## config.mk

```make
export PLATFORM = sky130hd
export DESIGN_NAME = rsv_mac
export DESIGN_NICKNAME = d
export VERILOG_FILES = /design/src/sv/rsv_pkg.sv /design/src/sv/rsv_mac.sv
export SDC_FILE = /design/constraint.sdc
export NUM_CORES = 2
export LEC_CHECK = 0
export ABC_AREA = 1
export BUFFER_PORTS_ARGS = -buffer_cell sky130_fd_sc_hd__buf_2
export CORE_UTILIZATION = 35
export CTS_CLUSTER_SIZE = 14
export DETAILED_ROUTE_END_ITERATION = 10
export SLEW_MARGIN = 40
export SYNTH_ARGS = -nofsm -noshare
export SYNTH_HDL_FRONTEND = slang
export SYNTH_SLANG_ARGS = --single-unit
```

## constraint.sdc

```tcl
create_clock -name i_clk -period 10.45 [get_ports i_clk]
set_input_delay 2.09 -clock i_clk [delete_from_list [all_inputs] [get_ports i_clk]]
set_output_delay 2.09 -clock i_clk [all_outputs]
set_load 0.05 [all_outputs]
```

## src/sv/rsv_pkg.sv

```systemverilog
// ----------------------------------------------------------------------------
// rsv_pkg: shared types and constants
// Command codes, register indexes, fixed field widths, sequencer states and
// the control word that travels with each beat through the MAC pipeline.
// ----------------------------------------------------------------------------
package rsv_pkg;

    localparam int VAL_W  = 18;   // load value, kernel weight, compatibility
    localparam int PROB_W = 16;   // stored probability, 0..32768
    localparam int PROD_W = 35;   // weight times probability
    localparam int KERN_W = 3;    // kernel extent, half width, tap counter
    localparam int POS_W  = 5;
    localparam int DIMR_W = 6;    // volume size registers
    localparam int DIM_W  = 7;    // limited volume size
    localparam int CLS_W  = 4;    // class count register
    localparam int SUP_W  = 48;

    typedef enum logic [1:0] {
        CMD_LOAD_PROB   = 2'd0,
        CMD_LOAD_WEIGHT = 2'd1,
        CMD_LOAD_COMPAT = 2'd2,
        CMD_COMPUTE     = 2'd3
    } t_cmd;

    typedef enum logic [2:0] {
        CFG_VOLUME_X    = 3'd0,
        CFG_VOLUME_Y    = 3'd1,
        CFG_VOLUME_Z    = 3'd2,
        CFG_CLASS_COUNT = 3'd3,
        CFG_KERNEL_X    = 3'd4,
        CFG_KERNEL_Y    = 3'd5,
        CFG_KERNEL_Z    = 3'd6,
        CFG_EDGE_MODE   = 3'd7
    } t_cfg_idx;

    typedef enum logic [2:0] {
        S_IDLE,
        S_TAP,
        S_DRAIN,
        S_MIX,
        S_FLUSH
    } t_state;

    typedef struct packed {
        logic valid;
        logic mix;
        logic zero;
        logic last;
        logic out_last;
    } t_ctl;

    function automatic int f_aw(input int depth);
        return (depth > 1) ? $clog2(depth) : 1;
    endfunction

endpackage

```

## src/sv/rsv_mac.sv

```systemverilog
// ----------------------------------------------------------------------------
// rsv_mac: shared multiply-accumulate pipeline
// One multiplier serves both the neighborhood taps and the class mixing.
// Holds the per-class neighborhood sums, rounds and saturates the support.
// ----------------------------------------------------------------------------
module rsv_mac #(
    parameter int MAX_KERNEL  = 5,
    parameter int MAX_CLASSES = 8
) (
    input  logic i_clk,
    input  logic i_rst_n,
    input  rsv_pkg::t_ctl i_ctl,
    input  logic [rsv_pkg::f_aw(MAX_CLASSES)-1:0] i_m,
    input  logic [rsv_pkg::f_aw(MAX_CLASSES)-1:0] i_l,
    input  logic [rsv_pkg::PROB_W-1:0] i_pdata,
    input  logic signed [rsv_pkg::VAL_W-1:0] i_wdata,
    input  logic signed [rsv_pkg::VAL_W-1:0] i_cdata,
    output logic o_pipe_busy,
    output logic o_strobe,
    output logic [2:0] o_class_index,
    output logic signed [rsv_pkg::SUP_W-1:0] o_support_value,
    output logic o_last
);
    import rsv_pkg::*;

    localparam int CLW = f_aw(MAX_CLASSES);
    localparam int AW  = PROD_W + $clog2(MAX_KERNEL * MAX_KERNEL * MAX_KERNEL + 1);
    localparam int MW  = AW + VAL_W;
    localparam int SW  = MW + $clog2(MAX_CLASSES + 1);
    localparam int EW  = (SW > 64) ? SW : 64;

    logic signed [AW-1:0] r_nei [MAX_CLASSES];
    t_ctl                 r1_ctl, r2_ctl;
    logic [CLW-1:0]       r1_m, r1_l, r2_m, r2_l, r_fin_l;
    logic signed [AW-1:0] r1_nei;
    logic signed [MW-1:0] r2_prod;
    logic signed [SW-1:0] r_acc, r_fin;
    logic                 r_fin_v, r_fin_last;

    logic signed [AW-1:0] w_a;
    logic signed [VAL_W-1:0] w_b;
    logic signed [SW-1:0] w_sum;
    logic signed [EW-1:0] w_rnd, w_q;
    logic                 w_fits;
    logic signed [SUP_W-1:0] w_sat;

    always_comb begin
        if (r1_ctl.mix) begin
            w_a = r1_nei;
            w_b = i_cdata;
        end else begin
            w_a = r1_ctl.zero ? '0 : AW'($signed({1'b0, i_pdata}));
            w_b = i_wdata;
        end
    end

    assign w_sum  = r_acc + SW'(r2_prod);
    assign w_rnd  = EW'(r_fin) + (EW'(1) << 14);
    assign w_q    = w_rnd >>> 15;
    assign w_fits = (&w_q[EW-1:SUP_W-1]) | ~(|w_q[EW-1:SUP_W-1]);
    assign w_sat  = w_fits ? w_q[SUP_W-1:0] :
                    (w_q[EW-1] ? {1'b1, {(SUP_W-1){1'b0}}} : {1'b0, {(SUP_W-1){1'b1}}});

    assign o_pipe_busy = r1_ctl.valid | r2_ctl.valid | r_fin_v;

    always_ff @(posedge i_clk) begin
        if (!i_rst_n) begin
            r1_ctl   <= '0;
            r2_ctl   <= '0;
            r_acc    <= '0;
            r_fin_v  <= 1'b0;
            o_strobe <= 1'b0;
        end else begin
            r1_ctl   <= i_ctl;
            r2_ctl   <= r1_ctl;
            r_fin_v  <= r2_ctl.valid & r2_ctl.last & r2_ctl.mix;
            o_strobe <= r_fin_v;
            if (r2_ctl.valid) begin
                r_acc <= r2_ctl.last ? '0 : w_sum;
            end
        end
    end

    always_ff @(posedge i_clk) begin
        r1_m    <= i_m;
        r1_l    <= i_l;
        r1_nei  <= r_nei[i_m];
        r2_m    <= r1_m;
        r2_l    <= r1_l;
        r2_prod <= w_a * w_b;
        if (r2_ctl.valid && r2_ctl.last) begin
            if (r2_ctl.mix) begin
                r_fin      <= w_sum;
                r_fin_l    <= r2_l;
                r_fin_last <= r2_ctl.out_last;
            end else begin
                r_nei[r2_m] <= w_sum[AW-1:0];
            end
        end
        o_class_index   <= 3'(r_fin_l);
        o_support_value <= w_sat;
        o_last          <= r_fin_last;
    end

`ifndef SYNTH
    a_fin_from_mix: assert property (@(posedge i_clk) disable iff (!i_rst_n)
        r_fin_v |-> $past(r2_ctl.valid && r2_ctl.mix && r2_ctl.last))
        else $error("support beat without closing mix beat");
    a_strobe_follows_fin: assert property (@(posedge i_clk) disable iff (!i_rst_n)
        r_fin_v |=> o_strobe)
        else $error("finished support not presented");
    a_no_mixed_phases: assert property (@(posedge i_clk) disable iff (!i_rst_n)
        (r1_ctl.valid && r2_ctl.valid) |-> (r1_ctl.mix == r2_ctl.mix || r2_ctl.last))
        else $error("tap and mix beats interleaved");
`endif

endmodule

```

## Word level (Yosys, flattened, before mapping)

Memories as Yosys holds them, arrays and structs flattened. A register that Yosys moved wholly into a read port is not among the register bits.
Index checks and enable logic that the tools add are counted.

| storage, ports and cells | value |
|---|---|
| bits in latches | 0 |
| input bits | 65 |
| word-level logic and storage cells | 46 |
| memory bits (read-only) | 0 |
| output and inout port bits | 54 |
| memories | 1 |
| register bits after elaboration | 267 |
| RAM bits | 336 |

Memories:

| memory | depth | width | rd ports | clocked after memory_dff | write ports | RTL line | RTL |
|---|---|---|---|---|---|---|---|
| r_nei | 8 | 42 | 1 | 1 | 1 | rsv_mac.sv:32 | `logic signed [AW-1:0] r_nei [MAX_CLASSES];` |

| cells by class | value |
|---|---|
| divide/modulo/power cells | 0 |
| reductions and logical operators | 4 |
| equality and inequality tests | 0 |
| $add $sub $neg | 2 |
| bitwise operators | 6 |
| $lt $le $gt $ge | 0 |
| mux-type cells | 9 |
| $mul | 1 |
| shifts and indexed selects | 0 |

Operators with widths:

| kind | number |
|---|---|
| 48-bit two-way mux | 2 |
| 64-bit by 16-bit adder with 64-bit output (second input constant) | 1 |
| 64-bit by 60-bit adder with 64-bit output | 1 |
| 64-bit two-way mux | 1 |
| 42-bit by 18-bit multiplier with 60-bit output | 1 |
| 42-bit two-way mux | 1 |
| 18-bit two-way mux | 1 |
| 16-bit two-way mux | 1 |
| 2-bit AND reduction | 2 |
| 1-bit two-way mux | 3 |
| 1-bit OR | 3 |
| 1-bit bitwise AND | 2 |
| 2-bit OR reduction | 1 |
| 1-bit logical AND | 1 |
| 1-bit inverter | 1 |

## Depth between registers and ports, before layout

| depth | value |
|---|---|
| depth after elaboration | 5 |
| mapped depth | 31 |
| gate-level depth less buffers | 29 |

## Worst setup path before layout

Ideal clock, no wire load.

| timing path | value |
|---|---|
| kind | input to register |
| start point | input port i_cdata[9] in the netlist's numbering |
| end point | register r2_prod[54] |
| stages on the path | 27 |
| buffers on the path | 2 |
| required time | 10.337 ns |
| path slack | 2.636 ns |
| setup time | 0.113 ns |
| data arrival time | 7.701 ns |
| path through | buf_1 nor2_1 or2_2 inv_1 clkbuf_1 nand2_1 fa_1 inv_1 fa_1 inv_1 fa_1 inv_1 fa_1 fa_1 inv_1 fa_1 inv_1 ha_1 nand2_1 nor2_1 nand2_1 o21ai_0 nand2_1 nand2_1 nand3_1 nand4_1 nand2_1 |

| between the ends | value |
|---|---|
| longest elaborated chain between the ends | 2 |

Ends and longest elaborated chain:

| what | RTL line | RTL |
|---|---|---|
| start: declaration | rsv_mac.sv:17 | `input logic signed [rsv_pkg::VAL_W-1:0] i_cdata,` |
| 18-bit two-way mux | rsv_mac.sv:48 | `if (r1_ctl.mix) begin` |
| 42-bit by 18-bit multiplier with 60-bit output | rsv_mac.sv:90 | `r2_prod <= w_a * w_b;` |
| end signal: assignment | rsv_mac.sv:90 |  |
| end: declaration | rsv_mac.sv:36 | `logic signed [MW-1:0] r2_prod;` |

Every way passes these cells.
A chain may end at the register's enable or synchronous reset.

## Final worst setup path

| timing path | value |
|---|---|
| start point | input port i_cdata[16] in the netlist's numbering |
| end point | register r2_prod[56] |

Same word-level chain as after synthesis.

==> key figures <==
Power
  – Leak Pwr: 27.6 nW
  – Clock group share of total power: 12.9%
  – Internal Power: 9.35 mW
  – PwrDens: 338 nW/um^2
  – Sw power: 11.0 mW
  – Switching part of the total power: 54.1%
  – Combinational group share of total power: 69.7%
  – Register share of total power: 17.4%
  – Worst vdd ir: 0.469 mV

Finish
  – Commonest non-fill, non-tap cell in the layout: nand2_1
  – Layout Area Growth over Synthesis: 10.6%
  – Multi-input gate area: 32400 sq um
  – Layout Utilization: 39.0%
  – Share of cells above drive strength 1: 6.04%
  – # nets final: 7559
  – Sequential cell area: 16500 sq um
  – Fillers: 15779
  – Leading cell types in the layout, fill and taps excluded: nand2_1, inv_1, nor2_1

Clocking
  – Clock sink count: 631
  – Post-CTS sizing: 0
  – Setup bufs post-CTS: 0
  – CTS tree: yes
  – CTS clock-pin slew for the worst setup and hold paths: 0.06 ns
  – Hold_buf cts: 0
  – Root buffer cell: clkbuf_16
  – Latest clock arrival within the worst-skew pair: 0.70 ns
  – Clock Tree Buf Depth: 3
  – Cts bufs inserted: 71
  – H-tree levels: 3

Synth
  – Fraction of synthesized cell area taken by the top area cell type: 26.3%
  – Post-synth top flop: edfxtp_1
  – Synth Area in XOR/XNOR: 2.18%
  – Synth cell types: 53
  – #FFs+latches synth: 631
  – Simple-gate portion of the synthesized area: 19.9%
  – Synth Area in Compound Gates: 5.83%
  – YS warnings: 0
  – Post-synthesis cell count: 6489
  – Adder-Cell Fraction of Synth Area: 31.0%
  – Synth top area cells: fa_1, edfxtp_1, nand2_1
  – Sequential fraction of the synthesis area: 30.4%
  – Async SR Flop Fraction: 0%
  – Synth area leader: fa_1
  – Largest family of logic cells by synthesized area: adder cells
  – Mapped Area: 54400 sq um
  – Synthesized net count: 7473
  – Syn Area/Cell: 8.38 sq um
  – EDFF count, synth: 390
  – Mux cell area share after synthesis: 0%

GRT
  – Vias in the first global route: 44531
  – Initial antenna violation count: 12
  – Global Route Usage Sum: 23.4%
  – Grt ovf: 0
  – Pin count of the biggest net entering global routing: 99
  – First-pass GRT wire length: 276000 um

Status
  – Violated checks: design-rule violations
  – Status: finished, violations left

Place
  – RePlAce Congestion: 1.01
  – Post-place setup slack: 1.58 ns
  – PortBufs: 118
  – DP HPWL: 142000 um

Floorplanning
  – Core ar.: 154000 sq um
  – Starting Density: 35.3%
  – Total die area: 157000 sq um
  – Die outline height: 396 um
  – Die X: 396 um
  – Num ports: 119
  – Row count: 144

Routing
  – Post-Route WL: 182000 um
  – Final ANT Viol Nets: 0
  – Vias per std cell: 5.00
  – Routed via count: 43375
  – Iter 0 DRT Violations: 3576
  – Routed len/inst: 20.9 um
  – Drt pass-1 iters: 8
  – DRC errors left: 24

Timing
  – Min cycle time layout: 8.35 ns
  – Final Hold Viols: 0
  – Slew Viols, Final: 0
  – Final setup fails: 0
  – RSZ-0062 raised after global routing: no
  – Setup ws final: 2.10 ns
  – Fmax: 0.120 GHz
  – Period utilisation layout: 79.9%
  – Least-Margin Pin Slew: 0.906 ns
  – Max-Slew Margin vs Limit: 39.3%
  – Setup TNS Final: 0 ns
  – Final Skew: 0.0684 ns

Hold path
  – Hold Crit Class: reg2reg

Critical path
  – Reg2reg setup slack: 2.18 ns
  – Worst Setup Start Kind: input port
  – Req. time, crit path: 10.96 ns
  – Crit end category: flip-flop
  – Critical path arrival: 8.86 ns
  – CP Class: in2reg
  – Critical path peak fanout: 16

Run
  – Max_cap viols: 0
-- routing by layer --
layer	global-route usage (%)	up-vias	share of wire (%)
met5	0	-	0.028
met4	8.31	10	3.7
met3	3.37	324	7.4
met2	37.5	1668	46
met1	32.1	21427	43
li1	-	19946	-
-- cell type report --
| class | instances | share of cell area [%] |
|---|---|---|
| clock inverters | 45 | 0.922 |
| flip-flops and latches | 631 | 27.5 |
| multi-input cells | 4340 | 53.8 |
| diodes | 1 | 0.00416 |
| inverters | 1333 | 8.33 |
| repair buffers | 198 | 2.00 |
| clock buffers | 87 | 3.16 |
| well taps | 2044 | 4.25 |
-- per-stage QoR --
step                hold WS, ns  instances  instance area (sq um)  total power, mW
finish                    0.317       8679                  60100             20.4
detailed placement        0.317       8546                  57700             17.4
global placement          0.311       8546                  57400             17.5
floorplan                 0.310       6489                  54400             12.5
global route              0.324       8678                  60100             22.0
CTS                       0.322       8678                  60100             20.3
-- flip-flops by register name, indices dropped and copies added, names as in the netlist --
register and cells:
o_strobe 1, r1_ctl 5, r1_m 3, o_class_index 3, r2_l 3, r_fin_v 1, r_fin_last 1, r_fin_l 3
r1_l 3, r_nei 336, r1_nei 42, r2_m 3, r_acc 64, r2_prod 60, o_last 1, o_support_value 48
r_fin 50, r2_ctl 4
-- synthesized netlist by cell type, types with 8 or more instances --
cell	n
nand2_1	1553
inv_1	1299
nor2_1	816
fa_1	714
edfxtp_1	390
dfxtp_1	241
o21ai_0	235
ha_1	205
a21oi_1	201
nand3_1	147
clkbuf_1	138
xor2_1	98
a31oi_1	55
nor3_1	50
o22ai_1	42
nand4_1	37
xnor2_1	34
and2_1	31
clkinv_1	26
buf_2	21
o21bai_1	20
and3_1	17
nor4_1	17
buf_1	15
a22oi_1	12
nand3b_1	9
buf_6	8
inv_2	8
-- worst max-delay path, cell delays in order --
cell	delay, ns
buf_2	0.18
nand2_1	0.38
nand2_1	0.16
buf_4	0.24
inv_1	0.59
nor2_1	0.16
fa_1	0.57
fa_1	0.48
fa_1	0.56
fa_1	0.47
fa_1	0.51
inv_1	0.05
fa_1	0.48
inv_1	0.05
ha_1	0.33
a21oi_1	0.24
o21ai_0	0.18
a21oi_1	0.31
nand3_1	0.27
nand3_1	0.19
nand3_1	0.15
xor2_1	0.19
-- cells by family after synthesis --
logic type,after synthesis
adders and majority gates,919
and+or+nand+nor,2705
xor gates and xnor gates,133
AOI/OAI and AO/OA,583
buffers and inverters,1518
DFF,631
-- power groups by stage --
stage	Clock (mW)	Combinational, mW	Sequential [mW]
after global placement	0	13.9	3.58
after floorplan	0	9.06	3.42
after global routing	2.77	15.7	3.54
final	2.62	14.2	3.54
after CTS	2.68	14.1	3.53
after detailed placement	0	13.8	3.57
-- worst paths after layout --
path                                   from     endpoint  cells past startpoint
worst max-delay path            i_cdata[16]  r2_prod[56]                     22
worst min-delay path                r1_m[1]      r2_m[1]                      0
worst max register to register    r1_ctl[3]  r2_prod[56]                     22
worst min register to register      r1_m[1]      r2_m[1]                      0
Power figures use the tool's default switching activity.
